<file path="src/rtl/esv_pkg.sv">
// Shared constants, types and state codes for the semivariogram core.
// No dependencies.
`timescale 1ns / 1ps
package esv_pkg;
    localparam int MAX_OBS   = 1024;
    localparam int MAX_BINS  = 64;
    localparam int OBS_W     = $clog2(MAX_OBS);
    localparam int OBS_CNT_W = $clog2(MAX_OBS + 1);
    localparam int BIN_W     = $clog2(MAX_BINS);
    localparam int COORD_W   = 24;
    localparam int VAL_W     = 20;
    localparam int SQ_W      = 2 * COORD_W + 1;
    localparam int DIST_W    = COORD_W + 1;
    localparam int BW_W      = 24;
    localparam int LAG_W     = 26;
    localparam int NB_W      = 7;
    localparam int PAIR_W    = 21;
    localparam int SUM_W     = 64;
    localparam int DVSQ_W    = 2 * VAL_W;
    localparam int SV_W      = 40;
    localparam int IDX_W     = 6;
    localparam int QUOT_W    = 7;
    localparam int DATA_W    = 72;
    localparam int Q_DEPTH   = 4;
    localparam int Q_AW      = $clog2(Q_DEPTH);
    localparam int ITEM_W    = 2 * COORD_W + VAL_W;
    localparam int PADDR_W   = 4;

    localparam logic [1:0] REG_BIN_WIDTH = 2'd0;
    localparam logic [1:0] REG_MAX_LAG   = 2'd1;
    localparam logic [1:0] REG_NUM_BINS  = 2'd2;

    localparam logic CMD_LOAD    = 1'b0;
    localparam logic CMD_COMPUTE = 1'b1;

    typedef struct packed {
        logic               cmd;
        logic [VAL_W-1:0]   value;
        logic [COORD_W-1:0] y;
        logic [COORD_W-1:0] x;
    } item_t;

    typedef struct packed {
        logic [BW_W-1:0]  bw;
        logic [LAG_W-1:0] max_lag;
        logic [BIN_W-1:0] nm1;
    } cfg_t;

    typedef struct packed {
        logic push;
        logic full;
    } qctl_t;

    typedef enum logic [3:0] {
        ST_IDLE, ST_CLR, ST_PRD, ST_DIFF, ST_MUL, ST_SUM, ST_LAG,
        ST_BRD, ST_BUPD, ST_ERD, ST_EDAT, ST_EDIV, ST_OUT
    } back_state_t;
endpackage

</file>
<file path="src/rtl/esv_front.sv">
// Front end: configuration registers, input accept and load/compute sorting.
// Depends on esv_pkg.
`timescale 1ns / 1ps
module esv_front (
    input  logic                      aclk,
    input  logic                      aresetn,
    input  logic                      psel,
    input  logic                      penable,
    input  logic                      pwrite,
    input  logic [esv_pkg::PADDR_W-1:0] paddr,
    input  logic [31:0]               pwdata,
    output logic [31:0]               prdata,
    output logic                      pready,
    input  logic                      s_tvalid,
    output logic                      s_tready,
    input  logic [esv_pkg::DATA_W-1:0] s_tdata,
    input  logic                      s_tuser,
    input  esv_pkg::qctl_t            q_stat,
    output esv_pkg::qctl_t            q_ctl,
    output esv_pkg::item_t            q_item,
    output esv_pkg::cfg_t             cfg
);
    import esv_pkg::*;

    logic [BW_W-1:0]      bw_reg, bw_next;
    logic [LAG_W-1:0]     lag_reg, lag_next;
    logic [NB_W-1:0]      nb_reg, nb_next;
    logic [OBS_CNT_W-1:0] cnt_reg, cnt_next;
    logic                 wr_en, accept, store_full;
    logic [NB_W-1:0]      n_clamp;

    assign pready = 1'b1;
    assign wr_en  = psel && penable && pwrite;

    always_comb begin
        bw_next  = bw_reg;
        lag_next = lag_reg;
        nb_next  = nb_reg;
        if (wr_en) begin
            case (paddr[3:2])
                REG_BIN_WIDTH: bw_next  = pwdata[BW_W-1:0];
                REG_MAX_LAG:   lag_next = pwdata[LAG_W-1:0];
                REG_NUM_BINS:  nb_next  = pwdata[NB_W-1:0];
                default: ;
            endcase
        end
        case (paddr[3:2])
            REG_BIN_WIDTH: prdata = {{(32-BW_W){1'b0}}, bw_reg};
            REG_MAX_LAG:   prdata = {{(32-LAG_W){1'b0}}, lag_reg};
            REG_NUM_BINS:  prdata = {{(32-NB_W){1'b0}}, nb_reg};
            default:       prdata = 32'd0;
        endcase
    end

    always_comb begin
        if (nb_reg == '0)
            n_clamp = NB_W'(1);
        else if (nb_reg > NB_W'(MAX_BINS))
            n_clamp = NB_W'(MAX_BINS);
        else
            n_clamp = nb_reg;
        cfg.bw      = (bw_reg == '0) ? BW_W'(1) : bw_reg;
        cfg.max_lag = lag_reg;
        cfg.nm1     = BIN_W'(n_clamp - NB_W'(1));
    end

    assign s_tready   = !q_stat.full;
    assign accept     = s_tvalid && s_tready;
    assign store_full = (cnt_reg == OBS_CNT_W'(MAX_OBS));

    always_comb begin
        q_item.cmd   = s_tuser;
        q_item.x     = s_tdata[COORD_W-1:0];
        q_item.y     = s_tdata[2*COORD_W-1:COORD_W];
        q_item.value = s_tdata[ITEM_W-1:2*COORD_W];
        q_ctl.push   = accept && (s_tuser == CMD_COMPUTE || !store_full);
        q_ctl.full   = store_full;
        cnt_next     = cnt_reg;
        if (accept) begin
            if (s_tuser == CMD_COMPUTE)
                cnt_next = '0;
            else if (!store_full)
                cnt_next = cnt_reg + OBS_CNT_W'(1);
        end
    end

    always_ff @(posedge aclk) begin
        if (!aresetn) begin
            bw_reg  <= BW_W'(1);
            lag_reg <= {LAG_W{1'b1}};
            nb_reg  <= NB_W'(MAX_BINS);
            cnt_reg <= '0;
        end else begin
            bw_reg  <= bw_next;
            lag_reg <= lag_next;
            nb_reg  <= nb_next;
            cnt_reg <= cnt_next;
        end
    end
endmodule

</file>
<file path="config.mk">
export PLATFORM = sky130hd
export DESIGN_NAME = esv_front
export DESIGN_NICKNAME = d
export VERILOG_FILES = /design/src/rtl/esv_pkg.sv /design/src/rtl/esv_front.sv
export SDC_FILE = /design/constraint.sdc
export NUM_CORES = 1
export LEC_CHECK = 0
export BUFFER_PORTS_ARGS = -buffer_cell sky130_fd_sc_hd__buf_2
export CAP_MARGIN = 20
export CELL_PAD_IN_SITES_DETAIL_PLACEMENT = 2
export CELL_PAD_IN_SITES_GLOBAL_PLACEMENT = 2
export CORE_MARGIN = 1.5
export CORE_UTILIZATION = 21
export DETAILED_ROUTE_END_ITERATION = 10
export PLACE_DENSITY = 0.91
export SLEW_MARGIN = 5
export SYNTH_ARGS = -nofsm -noshare
export SYNTH_HDL_FRONTEND = slang
export SYNTH_SLANG_ARGS = --single-unit
</file>
<file path="constraint.sdc">
create_clock -name aclk -period 2.35 [get_ports aclk]
set_input_delay 0.235 -clock aclk [delete_from_list [all_inputs] [get_ports aclk]]
set_output_delay 0.235 -clock aclk [all_outputs]
set_load 0.02 [all_outputs]
</file>
# Word level (Yosys, flattened, before mapping)
# Cells that the tools add are included.
# totals
ff_bits	68
output_inout_bits	161
# classes
n_addsub	2
n_lt_le_gt_ge	1
n_eq_ne	4
muxes	6
n_reduce_logical	14
# ops
cell	count
$pmux W26 S3	1
$logic_not A24 Y1	1
$mux W24	1
$mux W11	2
$mux W6	2
$add A11 B1 Y11 const B	1
$eq A11 B11 Y1 const B	1
$reduce_and A2 Y1	4
$gt A7 B7 Y1 const B	1
$logic_not A7 Y1	1
$sub A6 B1 Y6 const B	1
$logic_and A1 B1 Y1	4
$eq A2 B1 Y1 const B	1
$eq A2 B2 Y1 const B	1
$logic_not A1 Y1	2
$logic_not A2 Y1	1
$ne A2 B2 Y1 const B	1
$logic_or A1 B1 Y1	1

# Depth between registers and ports, before layout
# Gate-level depths: netlist of run 1.
# depth
ltp_word	4
mapped_depth	8

# Worst setup path after synthesis of run 1
# OpenSTA, ideal clock, no wires.
# synth_timing
path_kind	reg2out
startpoint	register nb_reg[0]
endpoint	output cfg[4] (netlist bit)
arrival_ns	2.102
slack_ns	0.013
path_stages_with_launch	8
path_buffers	0
path_cell_list	dfxtp_1 or3_4 or3_1 nor2_1 o21ai_0 ha_1 inv_1 o221ai_1
# synth_lines
item	line_no	source
start, declared	esv_front.sv:27	logic [NB_W-1:0] nb_reg, nb_next;
start signal, assigned	esv_front.sv:91	nb_reg <= NB_W'(MAX_BINS);
start signal, assigned	esv_front.sv:96	nb_reg <= nb_next;
end, declared	esv_front.sv:21	output esv_pkg::cfg_t cfg

==> impl_metrics.ini, run 1 <==
[status]
status = complete, but fails checks
violations = setup timing

[power_and_ir_drop]
cellPowerDensity_nw_per_um2 = 610
seqPwrFrac_pct = 42.2
leakage_uw = 0.00211
power_frac_comb_pct = 12.4
p_clk_share_pct = 45.3
p_switching_uw = 756
p_int_uw = 2060
vdd_ir_drop_max_v = 0.000303
swShare_pct = 26.8
total_power_uw = 2820

[floorplan]
start_util_pct = 21.3
core_area_um2 = 18600
io_pins = 278
dieArea_um2 = 19700
die_w_um = 140
die_y_um = 140
row_count = 50

[clocking]
clkTransAtPathRegs_ns = 0.06
clock_path_buffers = 2
clkSinkCount = 68
cts_made_buffers = 9
cts_tree = yes
ctsHtreeMaxLevel = 3
worst_skew_pair.late_latency_ns = 0.33
root_buffer = clkbuf_16
hold_buffers = 0

[timing]
max_clock_freq_ghz = 0.416
fin_crit_sh_pct = 102
setup_viol = 2
tns_ns = -0.110
timing.final.hold_violations = 0
fin_skew_ns = 0.00839
worst_slack_ns = -0.0561
grt_setup_unrepaired = yes
slew-limit-headroom_pct = 61.5
tightestPinTransition_ns = 0.578
slew_viol_final = 0
min_period_ns = 2.41

[yosys]
synth_most_common_cell = nand2_1
synth_area_leaders = dfxtp_1, buf_4, nand2_1, mux2i_1, nand3_1
yosysSeqAreaShare_pct = 34.4
synthArstFlopShare_pct = 0
syn_area_um2 = 3960
synth_warnings = 0
synth_common_cells = nand2_1, buf_4, dfxtp_1, mux2i_1
synthCells = 508
avgSynthCellArea_um2 = 7.79
synth_top_flop_cell = dfxtp_1
synth_top_cell_by_area = dfxtp_1
synth_edf_count = 0
yosys.area.top_type_share_pct = 34.4
ys_ff_latch = 68
synth_cell_types = 48

[cells_and_area]
drive_gt1_share_pct = 31.6
syn2layout_area_growth_pct = 16.7
instances_no_fill = 781
fillers = 2179
num_antenna_cells = 0
nNetsFinal = 663
fin_area_um2 = 4620
largest_reg_flops = 26

[grt]
overflow = 0
grt_max_degree = 32
grt.total_usage_pct = 13.7
antenna_found_initial = 0
grt_pass1_wl_um = 20600
grt_pass1_vias = 3677

[placement]
dp_cells = 760
gp_congestion = 0.746
dpl_cell_area_um2 = 4270
port_buffers = 121
hpwl_um = 10100

[setup_path]
crit_path_max_fanout = 3
crit_arrival_ns = 2.17
end_kind = primary output
worstPathRequired_ns = 2.12
criticalPathCategory = register to primary output
startpoint_type = register

[route]
firstDrtPassIters = 4
wl_um = 13200
wire_per_inst_um = 16.9
drtAntennaViolNets = 0
drt_iter0_drc = 72
avgViaCountPerCell = 4.41
vias = 3448
drc = 0

[flow_run]
maxCapViolCount = 0

[worst_hold_path]
hp-class = input port to register
-- worst max-delay path: stages, from the launching register on --
cell     delay (ns)
dfxtp_2        0.32
or3_4          0.38
or3_4          0.36
nor2_4         0.11
o21ai_2        0.07
ha_2           0.18
inv_2          0.06
buf_4          0.11
xnor2_2        0.09
buf_4          0.15
-- final cells by class --
cell class                 instances  area, um2  area share, %
multi-input combinational        312       1840           39.8
sequential                        68       1360           29.5
timing repair buffer             143        813           17.6
tap                              234        293           6.34
clock buffer                      11        253           5.47
inverter                           9       33.8          0.731
clock inverter                     4       25.0          0.542
-- through the flow --
stage	util, %	setup WS, ns	hold slack, ns
after global placement	23.0	0.194	0.448
final	24.9	-0.0561	0.107
after CTS	24.6	-0.0597	0.0972
after floorplan	-	0.0131	0.359
after detailed placement	23.0	0.103	0.458
after global routing	24.9	-0.151	0.109
-- power by group through the flow --
stage,clock (uW),sequential [uW],combinational (uW)
floorplan,0,1220,371
global placement,0,1210,338
detailed placement,0,1220,349
CTS,1330,1190,355
global route,1380,1190,383
finish,1280,1190,351
-- placed cells by master (no fill, tap or decap), types with 2 or more instances in the layout --
master      netlist  layout
clkbuf_8          0       2
ha_1              3       2
nand2_1         114     114
xnor2_1           4       3
o21ai_0          10       9
xor2_1            3       3
buf_12            0       3
a21boi_1          6       6
inv_1             9       8
nor4_1            7       7
or3_4             1       2
clkinv_2          0       2
or3_1             4       3
dfxtp_1          68      67
a21oi_1           4       4
buf_2            12     119
clkbuf_16         0       9
conb_1            2       7
nor2b_1          11      11
a21boi_0         18      18
nand3_1          31      31
mux2i_1          32      32
clkinvlp_4        0       2
nor2_1           25      24
buf_4            80      21
nand4_1           4       4
and2_1            2       2
nand2b_1          2       2
nor3_1            2       2
-- per-layer routing --
| layer | track usage [%] | share of wire [%] |
|---|---|---|
| met1 | 15.4 | 42 |
| met3 | 3.49 | 4.6 |
| met5 | 0 | 0 |
| met2 | 25.0 | 52 |
| met4 | 4.43 | 1.6 |
-- path summary, 6_finish.rpt --
kind                       startpoint                       end  slack [ns]  cells after the start
min                        pwdata[25]  lag_reg[25]$_SDFFE_PN1P_        0.11                      3
max            nb_reg[0]$_SDFFE_PN0P_                    cfg[2]       -0.06                      9
min reg2reg  lag_reg[25]$_SDFFE_PN1P_  lag_reg[25]$_SDFFE_PN1P_        0.48                      2
max reg2reg   cnt_reg[0]$_SDFFE_PN0P_  cnt_reg[10]$_SDFFE_PN0P_        0.75                      4
-- cell families after synthesis --
family / count (synthesis) / share of synthesized area, %
fa+ha+maj: 3 / 0.948
compound gates: 49 / 8.63
flops: 68 / 34.4
mux: 32 / 8.09
other cells: 2 / 0.190
xor+xnor: 7 / 1.55
simple gates: 214 / 25.6
buf+inv: 133 / 20.6
-- timing repair --
| action | CTS | global route |
|---|---|---|
| pin swaps | 1 | 1 |
| setup buffers | 2 | 4 |
| endpoints found under the setup margin | 3 | 3 |
| resized for setup | 8 | 3 |
Power figures use the tool's default switching activity.
==> run 2: changes to the inputs <==
==> constraint.sdc (replaced) <==
create_clock -name aclk -period 2.35 [get_ports aclk]
set_input_delay 0 -clock aclk [delete_from_list [all_inputs] [get_ports aclk]]
set_output_delay 0 -clock aclk [all_outputs]
set_load 0.02 [all_outputs]
==> impl_metrics.ini, run 2 (same netlist as run 1, synthesis figures left out) <==
[power_and_ir_drop]
p_switching_uw = 774
leakage_uw = 0.00217
power_frac_comb_pct = 12.1
cellPowerDensity_nw_per_um2 = 647
swShare_pct = 24.9
seqPwrFrac_pct = 38.3
vdd_ir_drop_max_v = 0.000317
p_int_uw = 2340
p_clk_share_pct = 49.6

[grt]
grt_pass1_wl_um = 22100
grt_max_degree = 32
grt.total_usage_pct = 14.9
antenna_found_initial = 0
overflow = 0
grt_pass1_vias = 3861

[placement]
port_buffers = 121
hpwl_um = 10100
dpl_worst_slack_ns = 0.217
gp_congestion = 0.775

[clocking]
clkSinkCount = 68
cts_tree = yes
worst_skew_pair.late_latency_ns = 0.34
clock_path_buffers = 2
cts_made_buffers = 9
ctsHtreeMaxLevel = 3
clkTransAtPathRegs_ns = 0.06
root_buffer = clkbuf_16

[route]
firstDrtPassIters = 4
wire_per_inst_um = 17.8
drt_iter0_drc = 81
drc = 0
avgViaCountPerCell = 4.44
wl_um = 14100
drtAntennaViolNets = 0
vias = 3527

[timing]
min_period_ns = 2.22
grt_setup_unrepaired = no
slew_viol_final = 0
setup_viol = 0
tns_ns = 0
fin_crit_sh_pct = 94.5
worst_slack_ns = 0.129
slew-limit-headroom_pct = 52.3
tightestPinTransition_ns = 0.711
timing.final.hold_violations = 0
fin_skew_ns = 0.00806
max_clock_freq_ghz = 0.450

[cells_and_area]
mostFrequentLayoutCell = buf_2
drive_gt1_share_pct = 28.2
nNetsFinal = 675
syn2layout_area_growth_pct = 21.5
mostFrequentLayoutCells = buf_2, nand2_1, dfxtp_1, mux2i_1, nand3_1
fillers = 2163
largest_reg_flops = 26
num_antenna_cells = 0

[status]
status = finished clean

[floorplan]
row_count = 50
start_util_pct = 21.3
dieArea_um2 = 19700
die_y_um = 140
io_pins = 278
die_w_um = 140
core_area_um2 = 18600

[setup_path]
crit_arrival_ns = 2.22
end_kind = primary output
crit_path_max_fanout = 4
criticalPathCategory = register to primary output
startpoint_type = register
worstPathRequired_ns = 2.35

[flow_run]
maxCapViolCount = 0

[worst_hold_path]
hp-class = input port to primary output
## run 2: timing repair
item                       in CTS  in global routing
resized for setup               5                  4
setup buffers                   1                  0
pin swaps                       1                  2
hold buffers                   26                  0
hold endpoints to repair       56                  0
setup endpoints to repair       2                  1
## run 2: path summary, 6_finish.rpt
| check | startpoint | end | slack (ns) | cells past startpoint |
|---|---|---|---|---|
| worst max-delay path | nb_reg[0]$_SDFFE_PN0P_ | cfg[4] | 0.13 | 9 |
| worst min-delay path | s_tdata[20] | q_item[20] | 0.000007 | 0 |
| worst max register to register | cnt_reg[0]$_SDFFE_PN0P_ | cnt_reg[0]$_SDFFE_PN0P_ | 0.75 | 6 |
| worst min register to register | lag_reg[24]$_SDFFE_PN1P_ | lag_reg[24]$_SDFFE_PN1P_ | 0.49 | 2 |
## run 2: per-layer routing
metal / vias to the layer above / track usage [%] / part of all wire [%]
li1: 1675 / - / -
met1: 1718 / 16.5 / 41
met2: 105 / 27.5 / 53
met3: 29 / 3.56 / 4.2
met4: 0 / 5.65 / 2.2
met5: - / 0 / 0
## run 2: power by group through the flow
stage / sequential (uW) / combinational [uW] / clock [uW]
after floorplan: 1220 / 371 / 0
after global placement: 1220 / 331 / 0
after detailed placement: 1220 / 342 / 0
after CTS: 1190 / 380 / 1600
after global routing: 1190 / 411 / 1650
final: 1190 / 376 / 1540
## run 2: metrics by stage
stage,hold slack (ns),instances,total power (uW),cell area (um2),utilization (%)
3_5_place_dp,0.000137,751,1560,4190,22.5
5_1_grt,0.0000292,794,3260,4810,25.9
3_3_place_gp,0.000137,751,1550,4190,22.5
4_1_cts,0.000137,794,3170,4800,25.8
2_1_floorplan,0.0766,513,1590,3980,-
6_report,0.00000695,794,3110,4810,25.9
## run 2: final cells by class
class | count | area [um2] | area share, %
clock buffers | 13 | 270 | 5.62
clock inverters | 3 | 67.6 | 1.40
inverters | 9 | 33.8 | 0.702
multi-input cells | 312 | 1830 | 38.0
flip-flops and latches | 68 | 1360 | 28.3
well taps | 234 | 293 | 6.09
repair buffers | 155 | 953 | 19.8
## run 2: critical path, stage by stage, from the launching register on
cell and delay [ns]:
dfxtp_2 0.33, or3_4 0.39, or3_4 0.36, nor2_4 0.10, o21ai_1 0.08, ha_2 0.19, inv_2 0.07, o211ai_1 0.09
o221ai_1 0.10, buf_4 0.17
