**config.mk**
```make
export PLATFORM = sky130hd
export DESIGN_NAME = esv_queue
export DESIGN_NICKNAME = d
export VERILOG_FILES = /design/src/rtl/esv_pkg.sv /design/src/rtl/esv_queue.sv
export SDC_FILE = /design/constraint.sdc
export NUM_CORES = 1
export LEC_CHECK = 0
export BUFFER_PORTS_ARGS = -buffer_cell sky130_fd_sc_hd__buf_2
export CAP_MARGIN = 20
export CORE_ASPECT_RATIO = 1.25
export CORE_MARGIN = 3
export CORE_UTILIZATION = 40
export CTS_BUF_LIST = sky130_fd_sc_hd__clkbuf_4 sky130_fd_sc_hd__clkbuf_8
export CTS_CLUSTER_SIZE = 25
export DETAILED_ROUTE_END_ITERATION = 8
export GPL_ROUTABILITY_DRIVEN = 1
export PLACE_DENSITY_LB_ADDON = 0.2
export SYNTH_ARGS = -nofsm -noshare
export SYNTH_HDL_FRONTEND = slang
export SYNTH_SLANG_ARGS = --single-unit
```
**constraint.sdc**
```tcl
create_clock -name aclk -period 7.3 [get_ports aclk]
set_input_delay 0.365 -clock aclk [delete_from_list [all_inputs] [get_ports aclk]]
set_output_delay 0.365 -clock aclk [all_outputs]
set_load 0.02 [all_outputs]
```
**src/rtl/esv_pkg.sv**
```systemverilog
// Shared constants, types and state codes for the semivariogram core.
// No dependencies.
`timescale 1ns / 1ps
package esv_pkg;
    localparam int MAX_OBS   = 1024;
    localparam int MAX_BINS  = 64;
    localparam int OBS_W     = $clog2(MAX_OBS);
    localparam int OBS_CNT_W = $clog2(MAX_OBS + 1);
    localparam int BIN_W     = $clog2(MAX_BINS);
    localparam int COORD_W   = 24;
    localparam int VAL_W     = 20;
    localparam int SQ_W      = 2 * COORD_W + 1;
    localparam int DIST_W    = COORD_W + 1;
    localparam int BW_W      = 24;
    localparam int LAG_W     = 26;
    localparam int NB_W      = 7;
    localparam int PAIR_W    = 21;
    localparam int SUM_W     = 64;
    localparam int DVSQ_W    = 2 * VAL_W;
    localparam int SV_W      = 40;
    localparam int IDX_W     = 6;
    localparam int QUOT_W    = 7;
    localparam int DATA_W    = 72;
    localparam int Q_DEPTH   = 4;
    localparam int Q_AW      = $clog2(Q_DEPTH);
    localparam int ITEM_W    = 2 * COORD_W + VAL_W;
    localparam int PADDR_W   = 4;

    localparam logic [1:0] REG_BIN_WIDTH = 2'd0;
    localparam logic [1:0] REG_MAX_LAG   = 2'd1;
    localparam logic [1:0] REG_NUM_BINS  = 2'd2;

    localparam logic CMD_LOAD    = 1'b0;
    localparam logic CMD_COMPUTE = 1'b1;

    typedef struct packed {
        logic               cmd;
        logic [VAL_W-1:0]   value;
        logic [COORD_W-1:0] y;
        logic [COORD_W-1:0] x;
    } item_t;

    typedef struct packed {
        logic [BW_W-1:0]  bw;
        logic [LAG_W-1:0] max_lag;
        logic [BIN_W-1:0] nm1;
    } cfg_t;

    typedef struct packed {
        logic push;
        logic full;
    } qctl_t;

    typedef enum logic [3:0] {
        ST_IDLE, ST_CLR, ST_PRD, ST_DIFF, ST_MUL, ST_SUM, ST_LAG,
        ST_BRD, ST_BUPD, ST_ERD, ST_EDAT, ST_EDIV, ST_OUT
    } back_state_t;
endpackage

```
**src/rtl/esv_queue.sv**
```systemverilog
// Short item queue between front and back end.
// Depends on esv_pkg.
`timescale 1ns / 1ps
module esv_queue (
    input  logic           aclk,
    input  logic           aresetn,
    input  esv_pkg::qctl_t in_ctl,
    input  esv_pkg::item_t in_item,
    output esv_pkg::qctl_t stat,
    output logic           out_valid,
    input  logic           out_pop,
    output esv_pkg::item_t out_item
);
    import esv_pkg::*;

    item_t            buf_reg [Q_DEPTH];
    logic [Q_AW-1:0]  wp_reg, wp_next, rp_reg, rp_next;
    logic [Q_AW:0]    cnt_reg, cnt_next;
    logic             do_push, do_pop;

    assign stat.full  = (cnt_reg == (Q_AW+1)'(Q_DEPTH));
    assign stat.push  = do_push;
    assign out_valid  = (cnt_reg != '0);
    assign out_item   = buf_reg[rp_reg];
    assign do_push    = in_ctl.push && !stat.full;
    assign do_pop     = out_pop && out_valid;

    always_comb begin
        wp_next  = do_push ? wp_reg + Q_AW'(1) : wp_reg;
        rp_next  = do_pop ? rp_reg + Q_AW'(1) : rp_reg;
        cnt_next = cnt_reg;
        if (do_push && !do_pop)
            cnt_next = cnt_reg + (Q_AW+1)'(1);
        else if (!do_push && do_pop)
            cnt_next = cnt_reg - (Q_AW+1)'(1);
    end

    always_ff @(posedge aclk) begin
        if (!aresetn) begin
            wp_reg  <= '0;
            rp_reg  <= '0;
            cnt_reg <= '0;
        end else begin
            wp_reg  <= wp_next;
            rp_reg  <= rp_next;
            cnt_reg <= cnt_next;
        end
    end

    always_ff @(posedge aclk) begin
        if (do_push)
            buf_reg[wp_reg] <= in_item;
    end
endmodule

```
Word-level counts from Yosys, hierarchy flattened
Memory sizes are Yosys's and may differ from the RTL's. A register that Yosys moved wholly into a read port is not among the register bits.
Cells that the tools add are included.
{ "totals": {"memories": 1, "input_bits": 74, "mem_bits_rw": 276, "out_inout_bits": 72, "word_cells": 24, "regBits": 7} }
{ "classes": {"eq_ne": 1, "addsub": 4, "n_reduce_logical": 9, "n_mux": 6} }
{ "memory_table": {"columns": ["name", "words", "width", "read_ports", "rd_clocked_by_memory_dff", "wr", "line", "rtl"], "rows": [
  ["buf_reg", 4, 69, 1, 1, 1, "esv_queue.sv:16", "item_t buf_reg [Q_DEPTH];"]
]} }
{ "ops": {"columns": ["cell", "count"], "rows": [
  ["$mux 3", 2],
  ["$add 2x1->2 const B", 2],
  ["$logic_and 1x1->1", 4],
  ["$mux 2", 2],
  ["$add 3x1->3 const B", 1],
  ["$eq 3x3->1 const B", 1],
  ["$logic_not 1->1", 3],
  ["$reduce_bool 3->1", 1],
  ["$sub 3x1->3 const B", 1],
  ["$mux 1", 2],
  ["$reduce_bool 2->1", 1]
]} }

Longest topological paths before layout
Gate-level depths: netlist of the first run.
{ "logic_depth": {"word_depth": 7, "mapped_depth": 9, "ltp_nobuf": 8} }

Worst setup path before layout of the first run
Ideal clock, no wire load.
{ "synth_timing": {"path_kind": "register to register", "start": "register cnt_reg[0]", "end": "memory buf_reg[0][0] (netlist name), enable pin", "setup_ns": 0.435, "n_path_buf": 1, "path_stages_with_launch": 5, "t_arrival_ns": 2.619, "required_ns": 6.865, "slack_ns": 4.247, "period_less_slack_ns": 3.053, "cell_sequence": "dfxtp_1 -> nor3b_1 -> nor2b_1 -> clkbuf_1 -> and2_1"} }
{ "synth_lines": {"columns": ["item", "line", "rtl"], "rows": [
  ["start, declared", "esv_queue.sv:18", "logic [Q_AW:0] cnt_reg, cnt_next;"],
  ["start signal, assigned", "esv_queue.sv:46", "cnt_reg <= cnt_next;"],
  ["end, declared", "esv_queue.sv:16", null]
]} }

==> results.py, run 1 <==
metrics = {
    "outcome": {
        "status": "finished, final reports clean",
    },
    "timing": {
        "setup_viol": 0,
        "tns_ns": 0,
        "fin_crit_sh_pct": 44.7,
        "fin_skew_ns": 0.0121,
        "drv_slew": 0,
        "relSlewSlack_pct": 47.3,
        "finalCriticalPeriod_ns": 3.26,
        "worst_slew_pin_slew_ns": 0.791,
        "hold_viol": 0,
        "grt_setup_unrepaired": "false",
        "layout_setup_ws_ns": 4.04,
        "fmax_mhz": 307,
    },
    "die": {
        "ioPinCount": 146,
        "coreArea_um2": 25500,
        "die_w_um": 151,
        "die_h_um": 187,
        "start_util_pct": 41.0,
        "rows": 65,
        "die-area_um2": 28100,
    },
    "clocking": {
        "cts_max_level": 2,
        "clk_pin_slew_ns": 0.06,
        "cts_tree": "built",
        "cts-root-buf": "clkbuf_8",
        "worst_skew_pair.late_latency_ns": 0.54,
        "cts_buffers": 43,
        "cts_buffer_depth": 3,
        "clock-sinks": 285,
        "postCtsResizedCells": 0,
    },
    "grt": {
        "track_usage_pct": 13.8,
        "grt_pass1_wl_um": 29800,
        "first_global_vias": 5369,
        "grt_remaining_overflow": 0,
        "antenna_found_initial": 0,
        "grt_max_degree": 70,
    },
    "logic_synthesis": {
        "synth_top_area_cell": "edfxtp_1",
        "yosysWarningCount": 0,
        "netlist.area_leader.share_pct": 79.3,
        "ys_ff_latch": 285,
        "ys_types": 23,
        "syn_area_um2": 10400,
        "yosysSeqAreaShare_pct": 81.1,
        "synth_area_leaders": "edfxtp_1 79%, mux4_2 15%, dfxtp_1 1.7%",
        "synth_nets": 490,
        "postSynthAreaPerCell_um2": 25.5,
        "syn_inst": 410,
    },
    "finish": {
        "n_antenna_cell": 0,
        "largest_reg_flops": 276,
        "post-route-util_pct": 48.8,
        "final_nets": 667,
        "finalInstanceArea_um2": 12400,
        "final_common_cell": "edfxtp_1",
        "syn_to_final_growth_pct": 18.9,
        "layout_common_cells": "276 x edfxtp_1, 144 x buf_2, 69 x mux4_2",
        "fill_cells": 2089,
        "regArea_um2": 8480,
        "drive_above_1_share_pct": 46.9,
        "multi_input_area_um2": 1840,
    },
    "pwr": {
        "power_density_nw_per_um2": 354,
        "p_leak_nw": 4.16,
        "p_total_mw": 4.39,
        "vdd_drop_max_mv": 0.223,
    },
    "worst_setup_path": {
        "cp_data_arrival_time_ns": 2.89,
        "crit_type": "register to output pin",
        "worstPathMaxFanout": 39,
        "worstSetupStartpointType": "register",
        "endpoint_kind": "output pin",
        "crit_required_ns": 6.93,
    },
    "detailed_routing": {
        "final_antenna_net_count": 0,
        "drt-total-wl_um": 18900,
        "viasPerCell": 5.00,
        "drtPass1Iterations": 4,
        "drc": 0,
        "wl_per_cell_um": 19.8,
        "vias": 4776,
        "drtIter0Drc": 204,
    },
    "hold_path": {
        "hold_path.class": "input port to register",
    },
    "placement": {
        "place_congestion": 0.672,
        "dp_hpwl_um": 10700,
        "pre_cts_slack_ns": 4.45,
        "portBuffers": 144,
        "place_area_um2": 11600,
    },
    "job": {
        "drv_cap": 0,
    },
}
## critical path, cell delays in order, from the launching register on
cell and delay [ns]:
dfxtp_4 0.78, buf_4 0.76, mux4_2 0.62, buf_2 0.18
## cell type report
| type | count | share of cell area [%] |
|---|---|---|
| Timing Repair Buffer | 151 | 6.89 |
| Clock buffer | 57 | 5.61 |
| Clock inverter | 21 | 0.987 |
| Inverter | 3 | 0.0907 |
| Sequential cell | 285 | 68.2 |
| Multi-Input combinational cell | 103 | 14.8 |
| Tap cell | 335 | 3.37 |
## power by group
group	leakage (nW)	internal [mW]	switching, mW
Clock	0.427	0.658	0.568
Combinational	1.13	0.480	0.599
Sequential	2.60	1.99	0.101
## cells in the mapped netlist
cell,n
a21boi_0,1
nor3b_1,1
dfxtp_1,9
buf_4,6
or3_1,2
buf_2,3
o21ai_0,1
fa_1,1
clkbuf_1,7
buf_6,1
edfxtp_1,276
and2_1,8
xnor2_1,3
mux2i_1,3
ha_1,5
nor2b_1,2
nand2_1,4
buf_12,2
inv_1,3
o31ai_1,1
o311ai_0,1
mux4_2,69
xor2_1,1
## timing repair
| item | in CTS | in global routing |
|---|---|---|
| setup buffers | 0 | 0 |
| hold endpoints to repair | 0 | 2 |
| hold buffers | 0 | 1 |
## routing by layer
layer	wire, µm	track usage [%]
met5	0	0
met1	7310	16.7
met4	459	4.54
met3	1070	3.62
met2	10000	24.1
## logic make-up (layout without fill, tap and decap cells)
logic type / Yosys count / in the layout / share of synthesized area [%]
xor gates and xnor gates: 4 / 4 / 0.335
AOI/OAI and AO/OA: 4 / 4 / 0.276
and+or+nand+nor: 17 / 17 / 0.934
buffers and inverters: 22 / 232 / 1.43
muxes: 72 / 72 / 15.2
adders and majority gates: 6 / 6 / 0.791
DFF: 285 / 285 / 81.1
## per-stage QoR
stage / instances / hold slack [ns]
2_1_floorplan: 410 / 0.464
3_3_place_gp: 872 / 0.481
3_5_place_dp: 875 / 0.500
4_1_cts: 953 / 0.00167
5_1_grt: 955 / 0.000824
6_report: 955 / 0.0391
## worst paths after layout
check	from	end	slack [ns]	depth (start not counted)
setup / recovery	register	out_item[1]	4.04	3
hold / removal	in_item[16]	buf_reg[2][16]	0.04	1
setup reg to reg	cnt_reg[0]	buf_reg[3][48]	4.62	4
hold reg to reg	wp_reg[1]	wp_reg[1]	0.50	2
No activity file was read; power rests on OpenSTA's default activity.
==> inputs of run 2 (changes only) <==
==> constraint.sdc (replaced) <==
create_clock -name aclk -period 2.75 [get_ports aclk]
set_input_delay 0.1375 -clock aclk [delete_from_list [all_inputs] [get_ports aclk]]
set_output_delay 0.1375 -clock aclk [all_outputs]
set_load 0.02 [all_outputs]
==> run 2 against run 1 <==
  * Flip-flop and latch count unchanged
  * Sequential power rose to 2.6 times the previous value
  * Clock skew up 0.0062 ns
  * Global-route usage up 0.61 points
  * Sequential share of layout area down 4.4 points
  * Utilization up 3.4 points
  * Count of clock-buffer cells in the layout down 1
  * Cell area up 6.9%
  * First-iteration DRC count up 27%
  * Largest cell class unchanged
==> results.py, run 2 (synthesis results as in run 1) <==
metrics = {
    "finish": {
        "final_nets": 749,
        "layout_common_cells": "276 x edfxtp_1, 144 x buf_2, 70 x dlygate4sd3_1",
        "regArea_um2": 8480,
        "syn_to_final_growth_pct": 27.1,
        "final_common_cell": "edfxtp_1",
        "fin_cells": 1037,
        "largest_reg_flops": 276,
        "drive_above_1_share_pct": 43.7,
        "finalInstanceArea_um2": 13300,
        "multi_input_area_um2": 1840,
        "n_antenna_cell": 0,
        "fill_cells": 2061,
        "post-route-util_pct": 52.1,
    },
    "grt": {
        "antenna_found_initial": 1,
        "grt_remaining_overflow": 0,
        "met3_usage_pct": 3.21,
        "busiest_layer": "met2",
        "met1_usage_pct": 17.8,
        "first_global_vias": 5616,
        "grtUsageMet2_pct": 25.0,
        "grt_pass1_wl_um": 31100,
        "track_usage_pct": 14.4,
        "grt_max_degree": 36,
    },
    "clocking": {
        "cts_buffer_depth": 3,
        "worst_skew_pair.late_latency_ns": 0.54,
        "cts-root-buf": "clkbuf_8",
        "cts_buffers": 44,
        "clk_pin_slew_ns": 0.06,
        "clock-sinks": 285,
        "cts_max_level": 2,
        "cts_tree": "built",
        "postCtsResizedCells": 0,
    },
    "die": {
        "die_w_um": 151,
        "coreArea_um2": 25500,
        "rows": 65,
        "die-area_um2": 28100,
        "start_util_pct": 41.0,
        "die_h_um": 187,
        "ioPinCount": 146,
    },
    "timing": {
        "layout_setup_ws_ns": 0.388,
        "relSlewSlack_pct": 63.3,
        "fin_skew_ns": 0.0182,
        "hold_viol": 0,
        "fmax_mhz": 423,
        "worst_slew_pin_slew_ns": 0.551,
        "grt_setup_unrepaired": "false",
        "fin_hold_ws_ns": 0.0871,
        "setup_viol": 0,
        "fin_crit_sh_pct": 85.9,
        "drv_slew": 0,
        "tns_ns": 0,
        "finalCriticalPeriod_ns": 2.36,
    },
    "worst_setup_path": {
        "endpoint_kind": "output pin",
        "critPathSlowestCell": "dfxtp_4",
        "max_stage_delay_ns": 0.64,
        "worstPathMaxFanout": 20,
        "crit_type": "register to output pin",
        "worstSetupStartpointType": "register",
        "crit_required_ns": 2.61,
        "path_cells": "buf_4 -> mux4_2 -> buf_2",
        "worstReg2RegStart": "cnt_reg[0]",
        "cp_data_arrival_time_ns": 2.22,
    },
    "placement": {
        "portBuffers": 144,
        "dp_hpwl_um": 12000,
        "place_area_um2": 11700,
        "dp.cells": 888,
        "place_congestion": 0.753,
        "pre_cts_slack_ns": 0.516,
    },
    "pwr": {
        "power_density_nw_per_um2": 910,
        "p_comb_share_pct": 25.5,
        "vdd_drop_max_mv": 0.678,
        "p_int_mw": 8.64,
        "p_sw_mw": 3.45,
        "p_leak_nw": 4.55,
        "swShare_pct": 28.5,
        "clkPwrFrac_pct": 28.9,
        "pwr-share-seq_pct": 45.6,
        "p_total_mw": 12.1,
    },
    "job": {
        "drv_cap": 0,
    },
    "detailed_routing": {
        "drtPass1Iterations": 5,
        "drt-total-wl_um": 19800,
        "drc": 0,
        "vias": 5119,
        "drtIter0Drc": 260,
        "final_antenna_net_count": 0,
        "wl_per_cell_um": 19.0,
        "viasPerCell": 4.94,
    },
    "outcome": {
        "status": "finished, final reports clean",
    },
    "hold_path": {
        "hold_path.class": "input port to register",
        "min-delay-start": "out_pop",
    },
}
run 2: changes by cell type in the layout (fill, tap and decap cells not counted), moves of 4 or more:
cell,previous run,this run
buf_16,4,0
clkinv_2,5,9
buf_4,2,11
dlygate4sd3_1,1,70
buf_12,0,7
run 2: critical path, delay by kind of cell (launching register included):
| kind | cells | cell delay [ns] |
|---|---|---|
| flip-flops | 1 | 0.64 |
| multiplexers | 1 | 0.55 |
| buffers and inverters | 2 | 0.51 |
run 2: power by group through the flow:
stage / logic (mW) / registers, mW / clock network [mW]
2_1_floorplan: 2.23 / 5.45 / 0
3_3_place_gp: 3.05 / 5.59 / 0
3_5_place_dp: 3.08 / 5.62 / 0
4_1_cts: 3.17 / 5.53 / 3.61
5_1_grt: 3.32 / 5.57 / 3.83
6_report: 3.08 / 5.51 / 3.50
run 2: layout make-up:
type                            instances  share of cell area, %
Clock buffer                           56                   5.29
Clock inverter                         23                   1.39
Inverter                                3                 0.0848
Multi-Input combinational cell        103                   13.8
Sequential cell                       285                   63.9
Tap cell                              335                   3.16
Timing Repair Buffer                  232                   12.4
run 2: layer usage:
metal	wire length, µm	vias to the layer above
met5	7	-
met4	508	2
met3	1080	51
met2	10500	144
met1	7700	2647
li1	-	2275
run 2: worst paths after layout:
check	to	slack, ns	cells past startpoint
worst max register to register	cnt_reg[2]	0.50	9
worst max-delay path	out_item[67]	0.39	3
worst min-delay path	register	0.09	4
worst min register to register	wp_reg[1]	0.51	2
run 2: timing repair:
action                    in CTS  in global routing
hold endpoints to repair     285                  0
buffers inserted               0                  0
hold buffers                  70                  0
==> inputs of run 3 (changes only) <==
--- a/config.mk
+++ b/config.mk
@@ -9,7 +9,7 @@
 export CAP_MARGIN = 20
 export CORE_ASPECT_RATIO = 1.25
 export CORE_MARGIN = 3
-export CORE_UTILIZATION = 40
+export CORE_UTILIZATION = 44
 export CTS_BUF_LIST = sky130_fd_sc_hd__clkbuf_4 sky130_fd_sc_hd__clkbuf_8
 export CTS_CLUSTER_SIZE = 25
 export DETAILED_ROUTE_END_ITERATION = 8
==> run 3 against run 2 <==
  * Count of clock-buffer cells in the layout up 1
  * Hold slack lost 0.0082 ns
  * Total power decreased by 1.7%
  * Highest routed layer is now met4
  * Worst setup slack got worse by 0.012 ns
  * Routed wire length fell by 2.6%
  * Sequential share of layout area rose by 0.66 points
  * Sequential power down 2%
  * First-iteration DRC count down 1.5%
  * Cell count decreased by 4.8%
  * Cell area decreased by 1.0%
  * Critical path depth unchanged
  * Clock power is 4% lower
==> results.py, run 3 (synthesis results as in run 1) <==
metrics = {
    "die": {
        "die_w_um": 144,
        "start_util_pct": 45.0,
        "ioPinCount": 146,
        "die_h_um": 178,
        "rows": 62,
        "coreArea_um2": 23200,
        "die-area_um2": 25600,
    },
    "clocking": {
        "clk_pin_slew_ns": 0.06,
        "cts_max_level": 2,
        "cts_buffer_depth": 3,
        "post_cts_buffers": 0,
        "cts_tree": "built",
        "clock-sinks": 285,
        "cts_buffers": 43,
        "postCtsResizedCells": 0,
        "worst_skew_pair.late_latency_ns": 0.53,
        "postCtsHoldBufs": 70,
        "cts-root-buf": "clkbuf_8",
    },
    "timing": {
        "tns_ns": 0,
        "fin_crit_sh_pct": 86.3,
        "fmax_mhz": 421,
        "finalCriticalPeriod_ns": 2.37,
        "hold_viol": 0,
        "fin_skew_ns": 0.0103,
        "setup_viol": 0,
        "grt_setup_unrepaired": "false",
        "relSlewSlack_pct": 56.1,
        "worst_slew_pin_slew_ns": 0.658,
        "fin_hold_ws_ns": 0.0789,
        "drv_slew": 0,
    },
    "grt": {
        "track_usage_pct": 15.5,
        "grt_remaining_overflow": 0,
        "grt_pass1_wl_um": 30100,
        "antenna_found_initial": 0,
        "grt_max_degree": 41,
        "first_global_vias": 5582,
    },
    "pwr": {
        "p_int_mw": 8.44,
        "swShare_pct": 28.9,
        "p_total_mw": 11.9,
        "clkPwrFrac_pct": 28.2,
        "power_density_nw_per_um2": 904,
        "p_leak_nw": 4.50,
        "pwr-share-seq_pct": 45.5,
        "vdd_drop_max_mv": 0.512,
        "p_sw_mw": 3.43,
        "p_comb_share_pct": 26.4,
    },
    "finish": {
        "largest_reg_flops": 276,
        "drive_above_1_share_pct": 43.3,
        "final_common_cell": "edfxtp_1",
        "layout_common_cells": "276 x edfxtp_1, 144 x buf_2, 70 x dlygate4sd3_1",
        "fin_cells": 987,
        "finalInstanceArea_um2": 13100,
        "syn_to_final_growth_pct": 25.8,
        "n_antenna_cell": 0,
        "final_nets": 744,
    },
    "detailed_routing": {
        "viasPerCell": 5.13,
        "final_antenna_net_count": 0,
        "drc": 0,
        "wl_per_cell_um": 19.5,
        "drt-total-wl_um": 19200,
        "drtIter0Drc": 256,
        "vias": 5063,
        "drtPass1Iterations": 4,
    },
    "placement": {
        "place_congestion": 0.674,
        "dp_hpwl_um": 11300,
        "portBuffers": 144,
        "place_area_um2": 11600,
        "dp.cells": 837,
    },
    "worst_setup_path": {
        "path_cells": "buf_4 -> mux4_2 -> buf_2",
        "worstPathMaxFanout": 32,
        "crit_type": "register to output pin",
        "max_stage_delay_ns": 0.60,
        "critPathSlowestCell": "mux4_2",
        "cp_data_arrival_time_ns": 2.24,
        "endpoint_kind": "output pin",
        "worstSetupStartpointType": "register",
        "crit_required_ns": 2.61,
    },
    "job": {
        "drv_cap": 0,
    },
    "outcome": {
        "status": "finished, final reports clean",
    },
    "hold_path": {
        "hold_path.class": "input port to register",
    },
}
==> run 3: cell types whose count changed in the layout (fill, tap and decap cells not counted) <==
cell | before | now
clkinv_1 | 9 | 10
clkinvlp_4 | 2 | 3
buf_4 | 11 | 8
clkbuf_8 | 45 | 46
buf_12 | 7 | 6
bufinv_16 | 3 | 1
==> run 3: worst max-delay path: cells and delay by family (launching register included) <==
kind                   cells  cell delay (ns)
buffers and inverters      2             0.72
DFF                        1             0.36
muxes                      1             0.60
==> run 3: final cells by class <==
cell class	count	area, µm²
Multi-Input combinational cell	103	1840
Timing Repair Buffer	228	1600
Inverter	3	11.3
Clock inverter	23	135
Clock buffer	57	716
Fill cell	1762	10100
Sequential cell	285	8480
Tap cell	288	360
==> run 3: metal layers <==
layer | vias up | part of all wire [%] | GRT usage, % | routed length (µm)
li1 | 2266 | - | - | -
met1 | 2624 | 39 | 19.0 | 7540
met2 | 136 | 53 | 27.2 | 10300
met3 | 37 | 5.2 | 3.54 | 1010
met4 | 0 | 2.2 | 4.91 | 418
met5 | - | 0 | 0 | 0
==> run 3: final timing paths <==
kind / cells after the start / endpoint / slack (ns) / startpoint
worst max-delay path: 3 / out_item[46] / 0.38 / register
worst min-delay path: 4 / register / 0.08 / out_pop
worst max register to register: 7 / cnt_reg[2] / 0.56 / cnt_reg[0]
worst min register to register: 2 / wp_reg[0] / 0.51 / wp_reg[0]
==> run 3: stage by stage <==
step                      utilization [%]  setup WS, ns
after floorplan                         -         0.443
after global placement               50.0         0.676
after detailed placement             50.0         0.576
after CTS                            56.6         0.266
after global routing                 56.6         0.219
final                                56.6         0.376
==> run 3: power groups by stage <==
stage / clock, mW / combinational [mW] / sequential [mW]
6_report: 3.35 / 3.13 / 5.40
5_1_grt: 3.65 / 3.38 / 5.44
3_3_place_gp: 0 / 3.10 / 5.46
3_5_place_dp: 0 / 3.13 / 5.50
4_1_cts: 3.47 / 3.22 / 5.41
2_1_floorplan: 0 / 2.23 / 5.45
